## src/rsw_pkg.sv

```systemverilog
`timescale 1ns / 1ps
// Package for the received sequence window unit.
// Holds window sizing, mark codes, transaction types and the slot helper.
// Depends on nothing; the datapath modules in src import it.
package rsw_pkg;

	// Sequence and window sizing. The window depth must be a power of two.
	localparam int unsigned SEQ_W        = 16;
	localparam int unsigned WINDOW_DEPTH = 1024;
	localparam int unsigned SLOT_W       = $clog2(WINDOW_DEPTH);
	localparam int unsigned HALF_DEPTH   = WINDOW_DEPTH / 2;
	localparam int unsigned ACK_BITS     = 32;
	localparam int unsigned ACK_IDX_W    = $clog2(ACK_BITS) + 1;
	localparam int unsigned MARK_W       = 2;

	// Depth of the small queues at both ends of the block.
	localparam int unsigned QUEUE_DEPTH  = 2;
	localparam int unsigned QPTR_W       = $clog2(QUEUE_DEPTH);

	// Sequence thresholds.
	localparam logic [SEQ_W-1:0] FORWARD_LIMIT = 16'h8000;
	localparam logic [SEQ_W-1:0] OVERRUN_LIMIT = SEQ_W'(WINDOW_DEPTH - ACK_BITS);
	localparam logic [SEQ_W-1:0] SEQ_RESET     = 16'hFFFF;

	// Mark codes: bit 0 is received, bit 1 is resent by a later packet.
	localparam logic [MARK_W-1:0] MARK_NONE     = 2'b00;
	localparam logic [MARK_W-1:0] MARK_RECEIVED = 2'b01;
	localparam logic [MARK_W-1:0] MARK_RESENT   = 2'b10;
	localparam logic [MARK_W-1:0] MARK_BOTH     = 2'b11;

	// One arriving sub-packet.
	typedef struct packed {
		logic [SEQ_W-1:0] seq_num;
		logic             is_resend;
		logic [SEQ_W-1:0] original_seq;
	} rsw_item_t;

	// Head of the input queue as seen by the engine, with slots precomputed.
	typedef struct packed {
		logic              valid;
		rsw_item_t         item;
		logic [SLOT_W-1:0] pos;
		logic [SLOT_W-1:0] rpos;
	} rsw_head_t;

	// One result transaction.
	typedef struct packed {
		logic                accepted;
		logic                overrun;
		logic [SEQ_W-1:0]    latest_seq;
		logic [ACK_BITS-1:0] ack_bitfield;
	} rsw_result_t;

	// Ring slot of a sequence number.
	function automatic logic [SLOT_W-1:0] slot_of(input logic [SEQ_W-1:0] seq);
		return seq[SLOT_W-1:0];
	endfunction

endpackage

```

## src/received_sequence_window_unit.sv

```systemverilog
`timescale 1ns / 1ps
// Received sequence window unit: receive-side sequence tracker for a datagram link.
// Each input transaction (push/full) carries seq_num, is_resend and original_seq.
// Each one yields exactly one result transaction (empty/pop) with accepted,
// overrun, latest_seq and a 32-bit ack_bitfield of the slots just below latest_seq.
// Items enter a two-entry input queue; a sequencer then works on one item at a
// time over a 1024 x 2-bit mark memory with one write and one read port.
// Per item, the sequencer first clears one slot for each slot stepped over on a
// forward jump (the jump distance, at most 992), then reads and checks the item's
// slot and its original's slot, writes the marks if accepted, and reads the 32
// ack bits one at a time over the read port. An overrun item skips the jump and
// the checks and goes straight to gathering the ack bits.
// After reset the unit sweeps the mark memory to zero and holds full high
// meanwhile; the highest sequence starts at 65535.
// Results wait in a two-entry queue. When the receiver stalls, the engine holds
// its finished result until there is room, and input transactions keep being
// queued until the input queue fills.
// Depends on rsw_pkg, rsw_front, rsw_engine and rsw_out_queue.
module received_sequence_window_unit (
	input  logic        clk,
	input  logic        arst_n,
	input  logic        push,
	output logic        full,
	input  logic [15:0] seq_num,
	input  logic        is_resend,
	input  logic [15:0] original_seq,
	output logic        empty,
	input  logic        pop,
	output logic        accepted,
	output logic        overrun,
	output logic [15:0] latest_seq,
	output logic [31:0] ack_bitfield
);
	import rsw_pkg::*;

	rsw_item_t   item_in;
	rsw_head_t   head;
	logic        head_pop;
	logic        clearing;
	rsw_result_t result;
	logic        result_push;
	logic        result_full;
	rsw_result_t result_out;

	always_comb begin
		item_in.seq_num      = seq_num;
		item_in.is_resend    = is_resend;
		item_in.original_seq = original_seq;
	end

	// Input queue and slot decode.
	rsw_front u_front (
		.clk      (clk),
		.arst_n   (arst_n),
		.push     (push),
		.item_in  (item_in),
		.hold     (clearing),
		.full     (full),
		.head     (head),
		.head_pop (head_pop)
	);

	// Window sequencer and mark memory.
	rsw_engine u_engine (
		.clk         (clk),
		.arst_n      (arst_n),
		.head        (head),
		.head_pop    (head_pop),
		.clearing    (clearing),
		.result      (result),
		.result_push (result_push),
		.result_full (result_full)
	);

	// Result queue.
	rsw_out_queue u_out_queue (
		.clk        (clk),
		.arst_n     (arst_n),
		.push       (result_push),
		.result_in  (result),
		.full       (result_full),
		.empty      (empty),
		.pop        (pop),
		.result_out (result_out)
	);

	assign accepted     = result_out.accepted;
	assign overrun      = result_out.overrun;
	assign latest_seq   = result_out.latest_seq;
	assign ack_bitfield = result_out.ack_bitfield;

endmodule

```

## src/rsw_front.sv

```systemverilog
`timescale 1ns / 1ps
// Front end of the received sequence window unit: input queue and slot decode.
// Depends on rsw_pkg.
module rsw_front (
	input  logic              clk,
	input  logic              arst_n,
	input  logic              push,
	input  rsw_pkg::rsw_item_t item_in,
	input  logic              hold,
	output logic              full,
	output rsw_pkg::rsw_head_t head,
	input  logic              head_pop
);
	import rsw_pkg::*;

	rsw_item_t         entries_q [QUEUE_DEPTH];
	logic [QPTR_W-1:0] wr_ptr_q;
	logic [QPTR_W-1:0] rd_ptr_q;
	logic [QPTR_W:0]   count_q;
	logic              push_ok;
	logic              pop_ok;
	rsw_item_t         head_item;

	// No transaction is taken while the engine sweeps its mark memory.
	assign full    = (count_q == (QPTR_W+1)'(QUEUE_DEPTH)) || hold;
	assign push_ok = push && !full;
	assign pop_ok  = head_pop && (count_q != '0);

	// Payload storage needs no reset.
	always_ff @(posedge clk) begin
		if (push_ok) begin
			entries_q[wr_ptr_q] <= item_in;
		end
	end

	// Pointers and fill count.
	always_ff @(posedge clk or negedge arst_n) begin
		if (!arst_n) begin
			wr_ptr_q <= '0;
			rd_ptr_q <= '0;
			count_q  <= '0;
		end else begin
			if (push_ok) begin
				wr_ptr_q <= wr_ptr_q + QPTR_W'(1);
			end
			if (pop_ok) begin
				rd_ptr_q <= rd_ptr_q + QPTR_W'(1);
			end
			if (push_ok && !pop_ok) begin
				count_q <= count_q + (QPTR_W+1)'(1);
			end else if (pop_ok && !push_ok) begin
				count_q <= count_q - (QPTR_W+1)'(1);
			end
		end
	end

	// Present the oldest item with its ring slots already decoded.
	always_comb begin
		head_item  = entries_q[rd_ptr_q];
		head.valid = (count_q != '0);
		head.item  = head_item;
		head.pos   = slot_of(head_item.seq_num);
		head.rpos  = slot_of(head_item.original_seq);
	end

endmodule

```

## src/rsw_engine.sv

```systemverilog
`timescale 1ns / 1ps
// Back end of the received sequence window unit: sequencer over the mark ring.
// Depends on rsw_pkg; holds the mark memory and the highest sequence register.
module rsw_engine (
	input  logic                clk,
	input  logic                arst_n,
	input  rsw_pkg::rsw_head_t  head,
	output logic                head_pop,
	output logic                clearing,
	output rsw_pkg::rsw_result_t result,
	output logic                result_push,
	input  logic                result_full
);
	import rsw_pkg::*;

	typedef enum logic [3:0] {
		ST_INIT,
		ST_IDLE,
		ST_JUMP,
		ST_RD_POS,
		ST_RD_ORIG,
		ST_CHECK,
		ST_WR_POS,
		ST_WR_ORIG,
		ST_ACK,
		ST_OUT
	} state_t;

	state_t              state_q;
	logic [SEQ_W-1:0]    highest_q;
	logic [SEQ_W-1:0]    seq_q;
	logic                resend_q;
	logic [SLOT_W-1:0]   pos_q;
	logic [SLOT_W-1:0]   rpos_q;
	logic [SLOT_W-1:0]   cursor_q;
	logic [ACK_IDX_W-1:0] ack_idx_q;
	logic [ACK_BITS-1:0] ack_q;
	logic                accepted_q;
	logic                overrun_q;
	logic [MARK_W-1:0]   pos_mark_q;

	logic [MARK_W-1:0]   marks_mem [WINDOW_DEPTH];
	logic [MARK_W-1:0]   rdata_q;
	logic                mem_we;
	logic [SLOT_W-1:0]   mem_waddr;
	logic [MARK_W-1:0]   mem_wdata;
	logic                mem_re;
	logic [SLOT_W-1:0]   mem_raddr;

	logic [SEQ_W-1:0]    diff;
	logic                is_forward;
	logic                is_overrun;
	logic [SLOT_W-1:0]   ack_base;
	logic [SLOT_W-1:0]   cursor_next;

	// Classification of the head item against the current highest sequence.
	assign diff        = head.item.seq_num - highest_q;
	assign is_forward  = (diff != '0) && (diff < FORWARD_LIMIT);
	assign is_overrun  = is_forward && (diff > OVERRUN_LIMIT);
	assign ack_base    = slot_of(highest_q) - SLOT_W'(1);
	assign cursor_next = cursor_q + SLOT_W'(1);

	assign head_pop    = (state_q == ST_IDLE) && head.valid;
	assign clearing    = (state_q == ST_INIT);
	assign result_push = (state_q == ST_OUT) && !result_full;

	always_comb begin
		result.accepted     = accepted_q;
		result.overrun      = overrun_q;
		result.latest_seq   = highest_q;
		result.ack_bitfield = ack_q;
	end

	// Memory port control for each step of the sequencer.
	always_comb begin
		mem_we    = 1'b0;
		mem_waddr = cursor_q;
		mem_wdata = MARK_NONE;
		mem_re    = 1'b0;
		mem_raddr = pos_q;
		unique case (state_q)
			ST_INIT: begin
				mem_we = 1'b1;
			end
			ST_JUMP: begin
				mem_we    = 1'b1;
				mem_waddr = cursor_q + SLOT_W'(HALF_DEPTH);
			end
			ST_RD_POS: begin
				mem_re = 1'b1;
			end
			ST_RD_ORIG: begin
				mem_re    = 1'b1;
				mem_raddr = rpos_q;
			end
			ST_WR_POS: begin
				mem_we    = 1'b1;
				mem_waddr = pos_q;
				mem_wdata = MARK_RECEIVED;
			end
			ST_WR_ORIG: begin
				mem_we    = 1'b1;
				mem_waddr = rpos_q;
				mem_wdata = (rpos_q == pos_q) ? MARK_BOTH : MARK_RESENT;
			end
			ST_ACK: begin
				mem_re    = (ack_idx_q < ACK_IDX_W'(ACK_BITS));
				mem_raddr = ack_base - SLOT_W'(ack_idx_q);
			end
			default: begin
			end
		endcase
	end

	// Mark ring: one write port and one registered read port.
	always_ff @(posedge clk) begin
		if (mem_we) begin
			marks_mem[mem_waddr] <= mem_wdata;
		end
		if (mem_re) begin
			rdata_q <= marks_mem[mem_raddr];
		end
	end

	// Sequencer state and result registers.
	always_ff @(posedge clk or negedge arst_n) begin
		if (!arst_n) begin
			state_q    <= ST_INIT;
			highest_q  <= SEQ_RESET;
			cursor_q   <= '0;
			ack_idx_q  <= '0;
			accepted_q <= 1'b0;
			overrun_q  <= 1'b0;
			resend_q   <= 1'b0;
		end else begin
			unique case (state_q)
				// Sweep the whole ring to zero after reset.
				ST_INIT: begin
					cursor_q <= cursor_next;
					if (cursor_q == SLOT_W'(WINDOW_DEPTH - 1)) begin
						state_q <= ST_IDLE;
					end
				end
				ST_IDLE: begin
					if (head.valid) begin
						seq_q      <= head.item.seq_num;
						resend_q   <= head.item.is_resend;
						pos_q      <= head.pos;
						rpos_q     <= head.rpos;
						overrun_q  <= is_overrun;
						accepted_q <= 1'b0;
						cursor_q   <= slot_of(highest_q);
						ack_idx_q  <= '0;
						if (is_overrun) begin
							state_q <= ST_ACK;
						end else if (is_forward) begin
							state_q <= ST_JUMP;
						end else begin
							state_q <= ST_RD_POS;
						end
					end
				end
				// Clear half a window ahead of each slot stepped over.
				ST_JUMP: begin
					cursor_q <= cursor_next;
					if (cursor_next == pos_q) begin
						highest_q <= seq_q;
						state_q   <= ST_RD_POS;
					end
				end
				ST_RD_POS: begin
					state_q <= ST_RD_ORIG;
				end
				ST_RD_ORIG: begin
					pos_mark_q <= rdata_q;
					state_q    <= ST_CHECK;
				end
				// Duplicate when the item's slot already carries a mark, or, for a resend, the original's slot does.
				ST_CHECK: begin
					if ((pos_mark_q == MARK_NONE) && !(resend_q && (rdata_q != MARK_NONE))) begin
						accepted_q <= 1'b1;
						state_q    <= ST_WR_POS;
					end else begin
						state_q <= ST_ACK;
					end
				end
				ST_WR_POS: begin
					state_q <= resend_q ? ST_WR_ORIG : ST_ACK;
				end
				ST_WR_ORIG: begin
					state_q <= ST_ACK;
				end
				// Gather ack bits; read data is registered, so each bit is shifted in behind its address.
				ST_ACK: begin
					if (ack_idx_q != '0) begin
						ack_q <= {rdata_q[0], ack_q[ACK_BITS-1:1]};
					end
					ack_idx_q <= ack_idx_q + ACK_IDX_W'(1);
					if (ack_idx_q == ACK_IDX_W'(ACK_BITS)) begin
						state_q <= ST_OUT;
					end
				end
				ST_OUT: begin
					if (!result_full) begin
						state_q <= ST_IDLE;
					end
				end
				default: begin
					state_q <= ST_IDLE;
				end
			endcase
		end
	end

endmodule

```

## src/rsw_out_queue.sv

```systemverilog
`timescale 1ns / 1ps
// Result queue of the received sequence window unit.
// Depends on rsw_pkg; parts the engine from the receiver of results.
module rsw_out_queue (
	input  logic                clk,
	input  logic                arst_n,
	input  logic                push,
	input  rsw_pkg::rsw_result_t result_in,
	output logic                full,
	output logic                empty,
	input  logic                pop,
	output rsw_pkg::rsw_result_t result_out
);
	import rsw_pkg::*;

	rsw_result_t       entries_q [QUEUE_DEPTH];
	logic [QPTR_W-1:0] wr_ptr_q;
	logic [QPTR_W-1:0] rd_ptr_q;
	logic [QPTR_W:0]   count_q;
	logic              push_ok;
	logic              pop_ok;

	assign full       = (count_q == (QPTR_W+1)'(QUEUE_DEPTH));
	assign empty      = (count_q == '0);
	assign push_ok    = push && !full;
	assign pop_ok     = pop && !empty;
	assign result_out = entries_q[rd_ptr_q];

	// Payload storage needs no reset.
	always_ff @(posedge clk) begin
		if (push_ok) begin
			entries_q[wr_ptr_q] <= result_in;
		end
	end

	// Pointers and fill count.
	always_ff @(posedge clk or negedge arst_n) begin
		if (!arst_n) begin
			wr_ptr_q <= '0;
			rd_ptr_q <= '0;
			count_q  <= '0;
		end else begin
			if (push_ok) begin
				wr_ptr_q <= wr_ptr_q + QPTR_W'(1);
			end
			if (pop_ok) begin
				rd_ptr_q <= rd_ptr_q + QPTR_W'(1);
			end
			if (push_ok && !pop_ok) begin
				count_q <= count_q + (QPTR_W+1)'(1);
			end else if (pop_ok && !push_ok) begin
				count_q <= count_q - (QPTR_W+1)'(1);
			end
		end
	end

endmodule

```

## config.mk

```make
export PLATFORM = sky130hd
export DESIGN_NAME = received_sequence_window_unit
export DESIGN_NICKNAME = d
export VERILOG_FILES = /design/src/rsw_pkg.sv /design/src/received_sequence_window_unit.sv /design/src/rsw_front.sv /design/src/rsw_engine.sv /design/src/rsw_out_queue.sv
export SDC_FILE = /design/constraint.sdc
export NUM_CORES = 2
export LEC_CHECK = 0
export ABC_AREA = 1
export BUFFER_PORTS_ARGS = -buffer_cell sky130_fd_sc_hd__buf_2
export CELL_PAD_IN_SITES_DETAIL_PLACEMENT = 1
export CELL_PAD_IN_SITES_GLOBAL_PLACEMENT = 1
export CORE_MARGIN = 2
export CORE_UTILIZATION = 45
export DETAILED_ROUTE_END_ITERATION = 10
export PLACE_DENSITY_LB_ADDON = 0.1
export SLEW_MARGIN = 40
export SYNTH_ARGS = -nofsm -noshare
export SYNTH_HDL_FRONTEND = slang
export SYNTH_SLANG_ARGS = --single-unit
export TNS_END_PERCENT = 100
```

## constraint.sdc

```tcl
create_clock -name clk -period 96.8 [get_ports clk]
set_clock_uncertainty 0.1 [all_clocks]
set_input_delay 24.2 -clock clk [delete_from_list [all_inputs] [get_ports clk]]
set_output_delay 24.2 -clock clk [all_outputs]
set_load 0.1 [all_outputs]
```

==> flow_metrics.py <==
metrics = {
    "detailed_routing": {
        "vias_per_cell": 5.721,
        "via_count": 72569,
        "drc": 0,
        "avgRoutedWirePerCell_um": 25.11,
        "totalWireLength_um": 318500,
        "drt_first_iter_violations": 5885,
        "ant_nets": 0,
        "first_pass_iters": 5,
    },
    "clock_network": {
        "clock_sinks": 2311,
        "clk_latency_ns": 0.93,
        "cts_made_buffers": 275,
        "cts_resized": 0,
        "clk_pin_slew_ns": 0.06,
        "htree_levels": 5,
        "cts_tree": "done",
        "cts.root.buffer_cell": "clkbuf_16",
        "cts_buffer_depth": 4,
        "hold_buffers": 0,
        "postCtsSetupRepairBufs": 0,
    },
    "timing": {
        "finalSetupViolations": 0,
        "tightest_slew_ns": 1.061,
        "maxSlewViolCount": 0,
        "hold_viol_final": 0,
        "max_slew_margin_pct": 29.29,
        "fin_ws_ns": 69.55,
        "post-route-period-util_pct": 28.15,
        "grt_setup_unrepaired": "false",
        "fin_crit_ns": 27.25,
        "clock.fmax_mhz": 36.70,
        "finalSetupTns_ns": 0,
    },
    "synthesis": {
        "synthDistinctLibCells": 51,
        "synth_area_per_cell_um2": 10.58,
        "synth.area.top_cells": "edfxtp_1 66%, nand3_1 8.4%, nand2_1 7.6%, nor2_1 4.0%, inv_1 2.8%",
        "synth_top_family_by_area": "simple AND/OR/NAND/NOR gates",
        "synth_flop_cell": "edfxtp_1",
        "yosysWarningCount": 0,
        "synth-compound-area-share_pct": 3.726,
        "synth_xor_area_share_pct": 0.3495,
        "synthSimpleGateAreaFrac_pct": 22.15,
        "synth.mux.area_fraction_pct": 0.07550,
        "synth_top_area_share_pct": 66.17,
        "yosysTopAreaCell": "edfxtp_1",
        "synth-seq-area-share_pct": 67.33,
        "async_flop_share_pct": 2.034,
        "ys_ff_latch": 2311,
        "syn-num-nets": 9776,
        "synth_edf_count": 2264,
        "synthAdderAreaFrac_pct": 0.3556,
        "synthCells": 9711,
        "netlist_area_um2": 102700,
    },
    "min_path": {
        "worstHoldStart": "u_engine.ack_q[0]",
        "hold_end": "u_out_queue.entries_q[0][0]",
        "min_delay_path_depth": 0,
        "hold_class": "register to register",
    },
    "grt": {
        "grt_max_degree": 211,
        "global_route.usage.met2_pct": 46.75,
        "met1_usage_pct": 36.23,
        "gr-max-usage-layer": "met2",
        "antenna_found_initial": 13,
        "grt_pass1_wl_um": 472900,
        "grt_pass1_vias": 76404,
        "grt_usage_pct": 27.26,
        "grtUsageMet3_pct": 3.765,
        "grt-ovfl-total": 0,
    },
    "job": {
        "cap_violations": 0,
    },
    "die": {
        "dieArea_um2": 232200,
        "die_y_um": 481.8,
        "core_area_um2": 227300,
        "initial_core_util_pct": 45.21,
        "row_count": 175,
        "dieWidth_um": 481.8,
        "ioPinCount": 89,
    },
    "layout": {
        "nNetsFinal": 9554,
        "regArea_um2": 69180,
        "final.fill_count": 24282,
        "syn_to_final_growth_pct": 11.10,
        "final_core_utilization_pct": 50.22,
        "drive_gt1_share_pct": 7.177,
        "multi_input_area_um2": 27970,
        "stdcell_count": 12684,
    },
    "placed_design": {
        "portBuffers": 82,
        "dp_cells": 12218,
        "post-place-ws_ns": 70.46,
        "dpl.hpwl_um": 165600,
        "routabilityCongestion": 0.8028,
    },
    "critical_path": {
        "cpMaxStageDelayCell": "buf_4",
        "rrSetupSlack_ns": 88.85,
        "path_class": "register to output pin",
        "r2r_cells": 21,
        "cpPeakStageDelay_ns": 0.51,
        "cp-end-kind": "output pin",
        "crit_chain": "buf_4 > clkinv_1 > buf_4 > nand2_1 > nand2_1 > buf_2",
        "reg2reg_from": "u_engine.highest_q[0]",
        "crit_arrival_ns": 2.95,
        "cp-start-kind": "register",
        "cp.required_ns": 72.50,
        "rr_endpoint": "u_engine.rdata_q[0]",
        "crit_fanout": 51,
    },
    "status": {
        "status": "finished, final reports clean",
    },
    "power": {
        "cellPowerDensity_nw_per_um2": 18.93,
        "ir_drop_mv": 0.02923,
        "p_leak_nw": 40.59,
    },
}
layout make-up:
| type | count | area share [%] |
|---|---|---|
| Sequential cell | 2311 | 60.61 |
| Multi-Input combinational cell | 5886 | 24.50 |
| Clock buffer | 349 | 6.467 |
| Tap cell | 3009 | 3.298 |
| Inverter | 782 | 2.591 |
| Timing Repair Buffer | 233 | 1.745 |
| Clock inverter | 109 | 0.7815 |
| Antenna cell | 5 | 0.01096 |
where the power goes:
part	switching (mW)	total, mW	internal (mW)
registers	0.000546	1.08	1.08
clock network	0.399	0.976	0.577
logic	0.0897	0.102	0.0120
registers in the layout, indices dropped and copies added, names as in the netlist, 2 cells and up:
name and flops:
u_engine.rdata_q 2, u_engine.seq_q 7, u_front.entries_q 54, u_engine.state_q 4, u_engine.highest_q 16, u_out_queue.entries_q 100
u_engine.pos_mark_q 2, u_engine.pos_q 9, u_front.count_q 2, u_engine.ack_q 32, u_engine.ack_idx_q 6, u_engine.cursor_q 10
u_out_queue.count_q 2, u_engine.rpos_q 10, u_engine.marks_mem 2048
layout by cell type, fill, tap and decap left out, types with 14 or more instances in the layout:
cell          n
buf_12       19
buf_2        82
dfrtp_1      31
o21ai_1      22
clkinv_2     29
buf_6        26
inv_1       763
nand3_1    1719
bufinv_16    16
nor2_1     1076
a21oi_1     152
clkinv_1     62
edfxtp_1   2264
o21ai_0     141
clkbuf_1     63
nand2_1    2058
ha_1         26
xor2_1       32
o22ai_1      14
nand3b_1    244
buf_4        99
clkbuf_16   285
nand2_4      15
dfstp_2      16
nand2_8      22
o211ai_1    255
worst max-delay path, delay by kind of cell, from the launching register on:
family                 cells  cell delay [ns]
and+or+nand+nor            2             0.24
buffers and inverters      4             1.41
DFF                        1             0.35
worst max-delay path by stage:
stage | to | cells after the start | from | slack [ns]
6_report | latest_seq[6] | 6 | u_out_queue.rd_ptr_q | 69.55
3_3_place_gp | ack_bitfield[31] | 6 | u_out_queue.rd_ptr_q | 70.44
4_1_cts | latest_seq[6] | 6 | u_out_queue.rd_ptr_q | 69.44
5_1_grt | latest_seq[11] | 6 | u_out_queue.rd_ptr_q | 69.38
3_5_place_dp | ack_bitfield[31] | 6 | u_out_queue.rd_ptr_q | 70.46
2_1_floorplan | u_engine.marks_mem[0][0] | 6 | u_engine.state_q[2] | 1.62
stage by stage:
step	total power, mW	instance area [um^2]	hold slack (ns)
final	2.161	114100	0.3662
after global routing	2.219	114100	0.3769
after CTS	2.181	114000	0.3671
after detailed placement	1.207	105800	0.3557
after global placement	1.207	105300	0.3268
after floorplan	1.189	102700	0.3208
cells in the mapped netlist, types with 12 or more instances:
cell type / n
o22ai_1: 14
buf_1: 72
nand2_1: 2092
clkbuf_1: 299
buf_2: 349
nor2_1: 1093
dfstp_2: 16
nand3b_1: 244
inv_2: 12
a21oi_1: 152
nand3_1: 1719
xor2_1: 32
o21ai_0: 141
ha_1: 26
o21ai_1: 24
o211ai_1: 255
dfrtp_1: 31
edfxtp_1: 2264
inv_1: 767
routing by layer:
layer | up-vias | wire [um] | share of wire, %
met1 | 37269 | 135900 | 43
met2 | 1952 | 156400 | 49
met3 | 477 | 17980 | 5.6
met5 | - | 57 | 0.018
li1 | 32863 | - | -
met4 | 8 | 8216 | 2.6
kinds of logic (layout without fill, tap and decap cells):
logic type,Yosys count,in the layout
DFF,2311,2311
adders and majority gates,28,28
AOI/OAI and AO/OA,615,615
other,0,5
muxes,7,7
buffers and inverters,1514,1473
xor gates and xnor gates,41,41
and+or+nand+nor,5195,5195
Note: power is estimated with default switching activity, not from simulation.
